==> src/design/alt_pkg.sv <==
`default_nettype none
package alt_pkg;

    localparam logic [2:0] MODE_NORMAL  = 3'd0;
    localparam logic [2:0] MODE_STRING  = 3'd1;
    localparam logic [2:0] MODE_COMMENT = 3'd2;
    localparam logic [2:0] MODE_SLASH   = 3'd3;
    localparam logic [2:0] MODE_LINECMT = 3'd4;
    localparam logic [2:0] MODE_ESC     = 3'd5;
    localparam logic [2:0] MODE_DIGITS  = 3'd6;

    localparam logic [1:0] ESC_NONE = 2'd0;
    localparam logic [1:0] ESC_DEC  = 2'd1;
    localparam logic [1:0] ESC_HEX  = 2'd2;
    localparam logic [1:0] ESC_OCT  = 2'd3;

    localparam logic [1:0] KIND_INSTR = 2'd0;
    localparam logic [1:0] KIND_LABEL = 2'd1;
    localparam logic [1:0] KIND_CONST = 2'd2;

    localparam logic [1:0] OUT_CHAR = 2'd0;
    localparam logic [1:0] OUT_EOW  = 2'd1;
    localparam logic [1:0] OUT_EOL  = 2'd2;

    localparam logic [7:0] CH_NL     = 8'd10;
    localparam logic [7:0] CH_LBRACK = 8'h5B;
    localparam logic [7:0] CH_RBRACK = 8'h5D;
    localparam logic [7:0] CH_COLON  = 8'h3A;
    localparam logic [7:0] CH_DOLLAR = 8'h24;

    localparam int MAX_RES = 6;

    typedef struct packed {
        logic [1:0]  kind;
        logic [7:0]  ch;
        logic [1:0]  lkind;
        logic        first;
        logic [15:0] lnum;
    } t_res;

    typedef struct packed {
        logic [2:0]           n;
        t_res [MAX_RES-1:0]   res;
    } t_bundle;

    typedef struct packed {
        logic [2:0]       mode;
        logic [1:0]       esc;
        logic [2:0][7:0]  held;
        logic [1:0]       hcount;
        logic             wchars;
        logic             lwords;
        logic [1:0]       kind;
    } t_state;

endpackage
`default_nettype wire

==> src/design/alt_back.sv <==
`default_nettype none
module alt_back (
    input  wire logic              i_clk,
    input  wire logic              i_rst_n,
    input  wire alt_pkg::t_bundle  i_bundle,
    input  wire logic              i_bundle_push,
    output logic                   o_full,
    input  wire logic              i_pop,
    output logic                   o_empty,
    output alt_pkg::t_res          o_res,
    output logic                   o_last
);

    localparam int DEPTH = 4;
    localparam int AW    = $clog2(DEPTH);

    alt_pkg::t_bundle  r_mem [DEPTH];
    logic [AW:0]       r_wptr, n_wptr;
    logic [AW:0]       r_rptr, n_rptr;
    logic [2:0]        r_idx, n_idx;
    alt_pkg::t_bundle  w_head;
    logic              w_done;

    assign o_empty = (r_wptr == r_rptr);
    assign o_full  = (r_wptr[AW] != r_rptr[AW]) && (r_wptr[AW-1:0] == r_rptr[AW-1:0]);
    assign w_head  = r_mem[r_rptr[AW-1:0]];
    assign o_res   = w_head.res[r_idx];
    assign o_last  = (r_idx == w_head.n - 3'd1);
    assign w_done  = i_pop && !o_empty && o_last;

    always_comb begin
        n_wptr = r_wptr + {{AW{1'b0}}, i_bundle_push};
        n_rptr = r_rptr + {{AW{1'b0}}, w_done};
        n_idx  = r_idx;
        if (i_pop && !o_empty) n_idx = o_last ? 3'd0 : r_idx + 3'd1;
    end

    always_ff @(posedge i_clk) begin
        if (!i_rst_n) begin
            r_wptr <= '0;
            r_rptr <= '0;
            r_idx  <= 3'd0;
        end else begin
            r_wptr <= n_wptr;
            r_rptr <= n_rptr;
            r_idx  <= n_idx;
        end
    end

    always_ff @(posedge i_clk) begin
        if (i_bundle_push) r_mem[r_wptr[AW-1:0]] <= i_bundle;
    end

endmodule
`default_nettype wire

==> config.mk <==
export PLATFORM = sky130hd
export DESIGN_NAME = alt_back
export DESIGN_NICKNAME = d
export VERILOG_FILES = /design/src/design/alt_pkg.sv /design/src/design/alt_back.sv
export SDC_FILE = /design/constraint.sdc
export NUM_CORES = 1
export LEC_CHECK = 0
export BUFFER_PORTS_ARGS = -buffer_cell sky130_fd_sc_hd__buf_4
export CORE_UTILIZATION = 65
export CTS_BUF_LIST = sky130_fd_sc_hd__clkbuf_4 sky130_fd_sc_hd__clkbuf_8
export DETAILED_ROUTE_END_ITERATION = 7
export PLACE_DENSITY = 0.85
export SETUP_SLACK_MARGIN = 0.3
export SLEW_MARGIN = 10
export SYNTH_ARGS = -nofsm -noshare
export SYNTH_HDL_FRONTEND = slang
export SYNTH_SLANG_ARGS = --single-unit
==> constraint.sdc <==
create_clock -name i_clk -period 44.3 [get_ports i_clk]
set_input_delay 6.645 -clock i_clk [delete_from_list [all_inputs] [get_ports i_clk]]
set_output_delay 6.645 -clock i_clk [all_outputs]
set_load 0.005 [all_outputs]
==> metrics.yaml, run 1 <==
status: "finished, final reports clean"
crit_path_start_kind: "flop"
synthesis.area_mm2: 0.0278
crit_buf_inv: 3
cap_viol_max_count: 0
leakage_nw: 10.2
cp-end-kind: "primary output"
final_nets: 1714
finalSetupViolations: 0
grt-ovfl-total: 0
num_rows: 75
coreArea_mm2: 0.0420
clk_pin_slew_ns: 0.06
syn_inst: 1255
peakVddDrop_uv: 37.6
critPathMaxStageDelay_ns: 0.84
post_drt_wl_per_cell_um: 26.3
grt_pass1_vias: 13800
place_area_mm2: 0.0298
post_cts_buffers: 0
finish.utilization_pct: 75.7
layout_setup_ws_ns: 33.18
place_inst: 1957
hold_buffers: 0
cts_root_buf: "clkbuf_8"
cts_tree: "done"
setup-tns-final_ns: 0
worstPathArrival_ns: 4.47
synthToLayoutAreaGrowth_pct: 14.6
htree_levels: 3
dieArea_mm2: 0.0435
instances_no_fill: 2159
pwr_density_cell_mw_per_mm2: 44.2
post-dp-hpwl_mm: 33.2
antenna_found_initial: 8
place_congestion: 0.759
place_ws_ns: 33.85
cts_max_path_buffers: 3
die_w_um: 209
layout_commonest_cell: "edfxtp_1"
fin_area_mm2: 0.0318
final_max_slew_viol_count: 0
clk_latency_ns: 0.69
grt_pass1_wl_mm: 84.0
syn_nets: 1442
port-buffer-count: 212
drt-initial-drc-count: 1364
drtPass1Iterations: 5
path_max_fanout: 49
hold_class: "reg2reg"
final_cell_mix: "708 x edfxtp_1, 231 x buf_4, 137 x mux4_2"
initial_core_util_pct: 66.1
tightest_slew_ns: 1.10
synth_edf_count: 708
period_minus_slack_ns: 11.12
via_per_inst: 6.31
crit_chain: "buf_4 -> buf_4 -> mux4_2 -> mux2i_1 -> o22a_1 -> o31ai_1 -> buf_4"
antenna_left: 0
hold_viol_final: 0
synthArstFlopShare_pct: 0
critPathRequiredTime_ns: 37.65
cts_resized: 0
worst_clock_skew_ns: 0.0283
total_power_mw: 1.41
grt_max_degree: 75
via_count: 13600
drt-total-wl_mm: 56.8
cts_buffers: 107
drive_gt1_share_pct: 36.0
grt_usage_pct: 26.4
crit_family: "buffers and inverters"
synth_ff_type: "edfxtp_1"
post-route-period-util_pct: 25.1
fin_hold_ws_ns: 0.572
crit_path_top_delay_cell: "buf_4"
rsz0062_at_grt: "no"
critPathMostFrequentCell: "buf_4"
max_slew_margin_pct: 26.6
synth.distinct_cells: 37
ys_ff_latch: 717
path_class: "reg2out"
ys_seq_area_share_pct: 77.2
clock-sinks: 717
die_h_um: 209
drc: 0
yosys_warnings: 0
pin_count: 213
fmax_mhz: 90.0
synth.avg_cell_area_um2: 22.1
logic make-up after synthesis:
kind of cell | synth area share (%)
adders and majority gates | 0.270
DFF | 77.2
muxes | 16.6
and+or+nand+nor | 0.505
buffers and inverters | 1.58
AOI/OAI and AO/OA | 3.50
xor gates and xnor gates | 0.311
final timing paths:
check	from	end	slack (ns)	cells after the start
setup / recovery	r_rptr[0]$_SDFF_PN0_	o_res[15]	33.18	7
hold / removal	r_idx[1]$_SDFFE_PN0N_	r_idx[1]$_SDFFE_PN0N_	0.57	2
setup reg to reg	r_rptr[0]$_SDFF_PN0_	r_rptr[2]$_SDFF_PN0_	40.50	11
hold reg to reg	r_idx[1]$_SDFFE_PN0N_	r_idx[1]$_SDFFE_PN0N_	0.57	2
per-layer routing:
metal	wire length, µm	global-route usage [%]	share of wire (%)	vias to the layer above
li1	-	-	-	5862
met2	27800	40.5	49	612
met4	879	7.68	1.5	6
met1	22900	38.2	40	7062
met3	5170	7.08	9.1	81
met5	48	0	0.084	-
sequential cells by signal, summed over array words and instances, names as in the netlist:
register and count:
r_idx 3, r_mem 708, r_rptr 3, r_wptr 3
synthesized netlist by cell type, types with 2 or more instances:
cell type / n / share of area [%]
edfxtp_1: 708 / 77
mux4_2: 137 / 11
mux2i_1: 108 / 3.9
mux2_2: 40 / 1.6
o22a_1: 29 / 0.91
clkbuf_1: 22 / 0.30
o22ai_1: 22 / 0.50
a21oi_1: 20 / 0.36
o21bai_1: 20 / 0.54
o31ai_1: 20 / 0.54
o21ai_0: 19 / 0.34
buf_2: 16 / 0.29
buf_4: 15 / 0.41
o21ai_1: 11 / 0.20
buf_6: 9 / 0.36
dfxtp_1: 9 / 0.65
and2_1: 7 / 0.16
ha_1: 6 / 0.27
xnor2_1: 6 / 0.19
nand2_1: 5 / 0.068
buf_1: 4 / 0.054
inv_1: 3 / 0.041
and3_1: 2 / 0.045
nand2b_1: 2 / 0.045
nor2_1: 2 / 0.027
xor2_1: 2 / 0.063
worst register-to-register path, stage by stage (launching register included):
cell	delay, ns
dfxtp_4	0.55
buf_4	0.81
mux4_2	0.71
inv_1	0.08
ha_1	0.23
xnor2_1	0.14
nor3_2	0.40
and2_1	0.21
ha_1	0.16
ha_1	0.17
xor2_1	0.15
and2_1	0.13
power by group:
group / switching (mW) / total, mW / internal (mW) / leakage, nW
clock network: 0.238 / 0.502 / 0.265 / 1.07
logic: 0.0640 / 0.118 / 0.0538 / 2.58
registers: 0.00811 / 0.788 / 0.779 / 6.58
total: 0.310 / 1.41 / 1.10 / 10.2
area by class of cell:
| class | instances | area, µm² |
|---|---|---|
| clock inverter | 52 | 255 |
| inverter | 3 | 11.3 |
| sequential | 717 | 21500 |
| timing repair buffer | 231 | 1730 |
| clock buffer | 144 | 1770 |
| antenna | 6 | 15.0 |
| tap | 539 | 674 |
| fill | 2173 | 10200 |
| multi-input combinational | 467 | 5920 |
Note: power is estimated with default switching activity, not from simulation.
==> run 2: changes to the inputs <==
--- a/config.mk
+++ b/config.mk
@@ -5,11 +5,12 @@
 export SDC_FILE = /design/constraint.sdc
 export NUM_CORES = 1
 export LEC_CHECK = 0
+export ABC_AREA = 1
 export BUFFER_PORTS_ARGS = -buffer_cell sky130_fd_sc_hd__buf_4
-export CORE_UTILIZATION = 65
+export CORE_UTILIZATION = 62
 export CTS_BUF_LIST = sky130_fd_sc_hd__clkbuf_4 sky130_fd_sc_hd__clkbuf_8
 export DETAILED_ROUTE_END_ITERATION = 7
-export PLACE_DENSITY = 0.85
+export PLACE_DENSITY = 0.82
 export SETUP_SLACK_MARGIN = 0.3
 export SLEW_MARGIN = 10
 export SYNTH_ARGS = -nofsm -noshare
==> constraint.sdc (replaced) <==
create_clock -name i_clk -period 10.7 [get_ports i_clk]
set_input_delay 1.605 -clock i_clk [delete_from_list [all_inputs] [get_ports i_clk]]
set_output_delay 1.605 -clock i_clk [all_outputs]
set_load 0.005 [all_outputs]
==> metrics.yaml, run 2 <==
rr_endpoint: "r_rptr[1]$_SDFF_PN0_"
drive_gt1_share_pct: 16.2
total_power_mw: 6.08
clock-sinks: 717
hold_viol_final: 0
hold_depth: 2
clkPwrFrac_pct: 36.1
pwr-share-seq_pct: 53.8
clk_pin_slew_ns: 0.06
reg2regPathDepth: 13
crit_chain: "buf_4 -> buf_4 -> o21ai_0 -> o21ai_0 -> nand3_1 -> nand2_1 -> nand2_1 -> nand2_1 -> buf_4"
busiest_layer: "met2"
cp-end-kind: "primary output"
post_cts_buffers: 0
cts_buffers: 107
synth.distinct_cells: 25
post_drt_wl_per_cell_um: 22.7
pin_count: 213
grtUsageMet2_pct: 47.8
syn_nets: 2443
tightest_slew_ns: 1.27
drc: 0
drt-initial-drc-count: 2240
status: "finished, final reports clean"
via_per_inst: 6.06
drtPass1Iterations: 6
die_w_um: 217
critPathMaxStageDelay_ns: 0.92
synth_top_area_share_pct: 74.2
crit_buf_inv: 3
ys_seq_area_share_pct: 74.8
antenna_left: 0
synth_area_leaders: "edfxtp_1 74%, nor2_1 7.4%, o21ai_0 3.9%"
reg2reg_from: "r_rptr[0]$_SDFF_PN0_"
path_max_fanout: 83
largest_reg_flops: 708
cts_tree: "done"
rrSetupSlack_ns: 6.61
final_cell_mix: "708 x edfxtp_1, 561 x nor2_1, 237 x buf_4"
p_int_mw: 4.59
synthToLayoutAreaGrowth_pct: 13.5
coreArea_mm2: 0.0455
place_area_mm2: 0.0304
swShare_pct: 24.6
layout_commonest_cell: "edfxtp_1"
crit_path_start_kind: "flop"
cts_root_buf: "clkbuf_8"
combPwrFrac_pct: 10.2
via_count: 19100
die_h_um: 217
hold_class: "reg2reg"
crit_path_top_delay_cell: "dfxtp_4"
period_minus_slack_ns: 6.05
post-route-period-util_pct: 56.6
hold_buffers: 0
whs_endpoint: "r_rptr[2]$_SDFF_PN0_"
grt_pass1_wl_mm: 106
synth_common_cells: "708 x edfxtp_1, 562 x nor2_1, 221 x o21ai_0"
peakVddDrop_uv: 187
fin_area_mm2: 0.0325
yosys_warnings: 0
num_rows: 78
ys_ff_latch: 717
use_met1_pct: 39.8
cts_max_path_buffers: 3
htree_levels: 3
path_class: "reg2out"
grt-ovfl-total: 0
pwr_density_cell_mw_per_mm2: 187
port-buffer-count: 212
leakage_nw: 11.5
grt_usage_pct: 30.4
post-dp-hpwl_mm: 40.9
crit_family: "buffers and inverters"
fmax_mhz: 165
place_congestion: 0.832
synth_top_area_cell: "edfxtp_1"
initial_core_util_pct: 63.0
cap_viol_max_count: 0
synth_ff_type: "edfxtp_1"
grt_max_degree: 222
syn_inst: 2256
synthMostInstantiatedCell: "edfxtp_1"
drt-total-wl_mm: 71.7
final_max_slew_viol_count: 0
p_switching_mw: 1.49
critPathRequiredTime_ns: 9.10
worstPathArrival_ns: 4.45
finalSetupViolations: 0
worst_clock_skew_ns: 0.0452
synth.avg_cell_area_um2: 12.7
synth_edf_count: 708
hold_path_startpoint: "r_rptr[2]$_SDFF_PN0_"
synthesis.area_mm2: 0.0287
max_slew_margin_pct: 15.4
antenna_found_initial: 17
n_fill_cell: 2894
cts_resized: 0
use_met3_pct: 8.25
dieArea_mm2: 0.0471
grt_pass1_vias: 18300
clk_latency_ns: 0.73
final_nets: 2643
rsz0062_at_grt: "no"
synthArstFlopShare_pct: 0
[run 2: per-stage QoR]
stage	instances	hold WS, ns	setup WS, ns	setup TNS, ns	util, %
6_report	3154	0.516	4.65	0	71.5
5_1_grt	3152	0.551	4.42	0	71.5
4_1_cts	3141	0.510	4.74	0	71.5
3_5_place_dp	2947	0.502	5.54	0	66.8
3_3_place_gp	2947	0.496	5.66	0	66.8
2_1_floorplan	2256	0.491	-3.81	-2694.58	-
[run 2: how the worst max path moves through the flow]
stage,cells past startpoint,from,endpoint
2_1_floorplan,2,i_bundle_push,r_mem[2][0]$_DFFE_PP_
3_3_place_gp,11,r_rptr[0]$_SDFF_PN0_,o_res[23]
3_5_place_dp,11,r_rptr[0]$_SDFF_PN0_,o_res[16]
4_1_cts,9,r_rptr[0]$_SDFF_PN0_,o_res[6]
5_1_grt,11,r_rptr[0]$_SDFF_PN0_,o_res[3]
6_report,9,r_rptr[0]$_SDFF_PN0_,o_res[6]
[run 2: layer usage]
layer / vias to the layer above / part of all wire (%)
met5: - / 0.079
li1: 8556 / -
met4: 8 / 3.8
met3: 161 / 10
met2: 1141 / 49
met1: 9234 / 37
[run 2: kinds of logic after synthesis]
group           count (synthesis)  synth area share (%)
fa+ha+maj                       6                 0.262
compound gates                497                  9.58
flops                         717                  74.8
xor+xnor                        6                 0.183
simple gates                  837                  11.5
buf+inv                       193                  3.65
[run 2: tightest hold or removal path: cells and delay by family, from the launching register on]
kind / cells / cell delay, ns
flip-flops: 1 / 0.33
AND/OR/NAND/NOR: 2 / 0.15
[run 2: power groups by stage]
stage,Sequential (mW),Clock [mW],Combinational (mW)
finish,3.27,2.19,0.618
global placement,3.32,0,0.588
floorplan,3.36,0,0.326
detailed placement,3.33,0,0.606
global route,3.28,2.32,0.667
CTS,3.27,2.21,0.609
[run 2: final cells by class]
type                    instances  area (µm²)  share of cell area (%)
repair buffers                238        1800                    5.53
clock buffers                 144        1750                    5.38
multi-input cells            1346        6200                    19.1
well taps                     600         751                    2.31
flip-flops and latches        717       21500                    65.9
clock inverters                50         364                    1.12
inverters                      46         184                   0.565
diodes                         13        32.5                   0.100
==> run 3: changes to the inputs <==
--- a/config.mk
+++ b/config.mk
@@ -5,12 +5,12 @@
 export SDC_FILE = /design/constraint.sdc
 export NUM_CORES = 1
 export LEC_CHECK = 0
-export ABC_AREA = 1
+export ABC_AREA = 0
 export BUFFER_PORTS_ARGS = -buffer_cell sky130_fd_sc_hd__buf_4
-export CORE_UTILIZATION = 62
+export CORE_UTILIZATION = 56
 export CTS_BUF_LIST = sky130_fd_sc_hd__clkbuf_4 sky130_fd_sc_hd__clkbuf_8
 export DETAILED_ROUTE_END_ITERATION = 7
-export PLACE_DENSITY = 0.82
+export PLACE_DENSITY = 0.78
 export SETUP_SLACK_MARGIN = 0.3
 export SLEW_MARGIN = 10
 export SYNTH_ARGS = -nofsm -noshare
==> constraint.sdc (replaced) <==
create_clock -name i_clk -period 5.1 [get_ports i_clk]
set_input_delay 0.765 -clock i_clk [delete_from_list [all_inputs] [get_ports i_clk]]
set_output_delay 0.765 -clock i_clk [all_outputs]
set_load 0.005 [all_outputs]
==> metrics.yaml, run 3 (synthesized netlist as in run 1, its figures left out) <==
die_h_um: 225
antenna_found_initial: 15
die_w_um: 225
largest_reg_flops: 708
pwr_density_cell_mw_per_mm2: 382
combPwrFrac_pct: 8.3
dieArea_mm2: 0.0505
pin_count: 213
grt_pass1_vias: 14000
clk_latency_ns: 0.69
clkPwrFrac_pct: 36.0
p_switching_mw: 2.71
fin_hold_ws_ns: 0.269
grt_max_degree: 130
num_rows: 81
antenna_left: 0
hold_depth: 1
grt_usage_pct: 23.1
grt_pass1_wl_mm: 84.5
post_drt_wl_per_cell_um: 25.1
via_count: 13400
grt-ovfl-total: 0
peakVddDrop_uv: 245
cts_tree: "done"
finalSetupViolations: 0
tightest_slew_ns: 1.04
pwr-share-seq_pct: 55.7
p_int_mw: 9.60
fmax_mhz: 244
whs_endpoint: "r_mem[1][126]$_DFFE_PP_"
status: "finished, final reports clean"
path_class: "reg2out"
post-dp-hpwl_mm: 34.8
post_cts_buffers: 0
worst_clock_skew_ns: 0.0250
hold_class: "in2reg"
leakage_nw: 10.3
layout_commonest_cell: "edfxtp_1"
drt-met1-wl_mm: 23.9
drtPass1Iterations: 5
n_fill_cell: 3139
drc: 0
drt-initial-drc-count: 1200
hold_viol_final: 0
route.met2.wl_mm: 27.4
rrSetupSlack_ns: 2.10
cts_root_buf: "clkbuf_8"
reg2reg_from: "r_rptr[0]$_SDFF_PN0_"
reg2regPathDepth: 10
cts_buffers: 109
drive_gt1_share_pct: 36.9
max_slew_margin_pct: 30.3
final_nets: 1724
rr_endpoint: "r_rptr[2]$_SDFF_PN0_"
drt-total-wl_mm: 57.5
coreArea_mm2: 0.0490
port-buffer-count: 212
via_per_inst: 5.86
post-route-period-util_pct: 80.3
swShare_pct: 22.0
initial_core_util_pct: 56.7
cts_max_path_buffers: 3
critPathRequiredTime_ns: 4.34
clk_pin_slew_ns: 0.07
cp-end-kind: "primary output"
synthToLayoutAreaGrowth_pct: 16.0
cts_resized: 0
finish.utilization_pct: 65.8
final_cell_mix: "708 x edfxtp_1, 229 x buf_4, 137 x mux4_2"
period_minus_slack_ns: 4.09
rsz0062_at_grt: "no"
place_congestion: 0.759
worstPathArrival_ns: 3.33
path_max_fanout: 40
htree_levels: 3
final_max_slew_viol_count: 0
hold_buffers: 0
hold_path_startpoint: "i_bundle[126]"
dr_wl_met3_mm: 4.81
cap_viol_max_count: 0
clock-sinks: 717
highest-signal-layer: "met5"
crit_path_start_kind: "flop"
run 3: final cells by class:
cell class / count / area, µm² / area share [%]
inverters: 3 / 11.3 / 0.0350
clock inverters: 39 / 204 / 0.633
clock buffers: 153 / 1840 / 5.70
flip-flops and latches: 717 / 21500 / 66.6
well taps: 664 / 831 / 2.58
diodes: 11 / 27.5 / 0.0855
repair buffers: 239 / 1920 / 5.96
multi-input cells: 467 / 5920 / 18.4
run 3: worst max path at each step:
stage | cells past startpoint | end | start | slack, ns
6_report | 6 | o_res[15] | r_rptr[0]$_SDFF_PN0_ | 1.01
5_1_grt | 6 | o_res[15] | r_rptr[0]$_SDFF_PN0_ | 0.82
4_1_cts | 6 | o_res[16] | r_rptr[0]$_SDFF_PN0_ | 0.90
3_5_place_dp | 6 | o_res[16] | r_rptr[0]$_SDFF_PN0_ | 1.66
3_3_place_gp | 6 | o_res[16] | r_rptr[0]$_SDFF_PN0_ | 1.67
2_1_floorplan | 1 | r_mem[0][0]$_DFFE_PP_ | i_bundle_push | -0.60
run 3: through the flow:
step	cells	worst slack [ns]	setup TNS, ns	power (mW)	instance area (µm²)
final	2293	1.01	0	12.3	32200
after global routing	2290	0.817	0	12.7	32200
after CTS	2282	0.899	0	12.4	32200
after detailed placement	2090	1.66	0	8.00	30100
after global placement	2090	1.67	0	7.96	30100
after floorplan	1255	-0.599	-105.98	7.55	27800
run 3: power by group through the flow:
stage / combinational, mW / clock [mW] / sequential [mW]
after floorplan: 0.595 / 0 / 6.95
after global placement: 0.996 / 0 / 6.96
after detailed placement: 1.02 / 0 / 6.98
after CTS: 1.03 / 4.51 / 6.86
after global routing: 1.09 / 4.73 / 6.88
final: 1.02 / 4.43 / 6.86
run 3: routing by layer:
layer  GRT usage [%]  up-vias
li1                -     5876
met1            32.7     6951
met2            34.7      504
met3            6.14       96
met4            8.98       10
met5               0        -
run 3: worst max-delay path, stage by stage (launching register included):
cell and delay, ns:
dfxtp_4 0.81, buf_12 0.37, mux4_2 0.54, mux2i_1 0.35
o22a_1 0.23, o31ai_1 0.08, buf_4 0.19
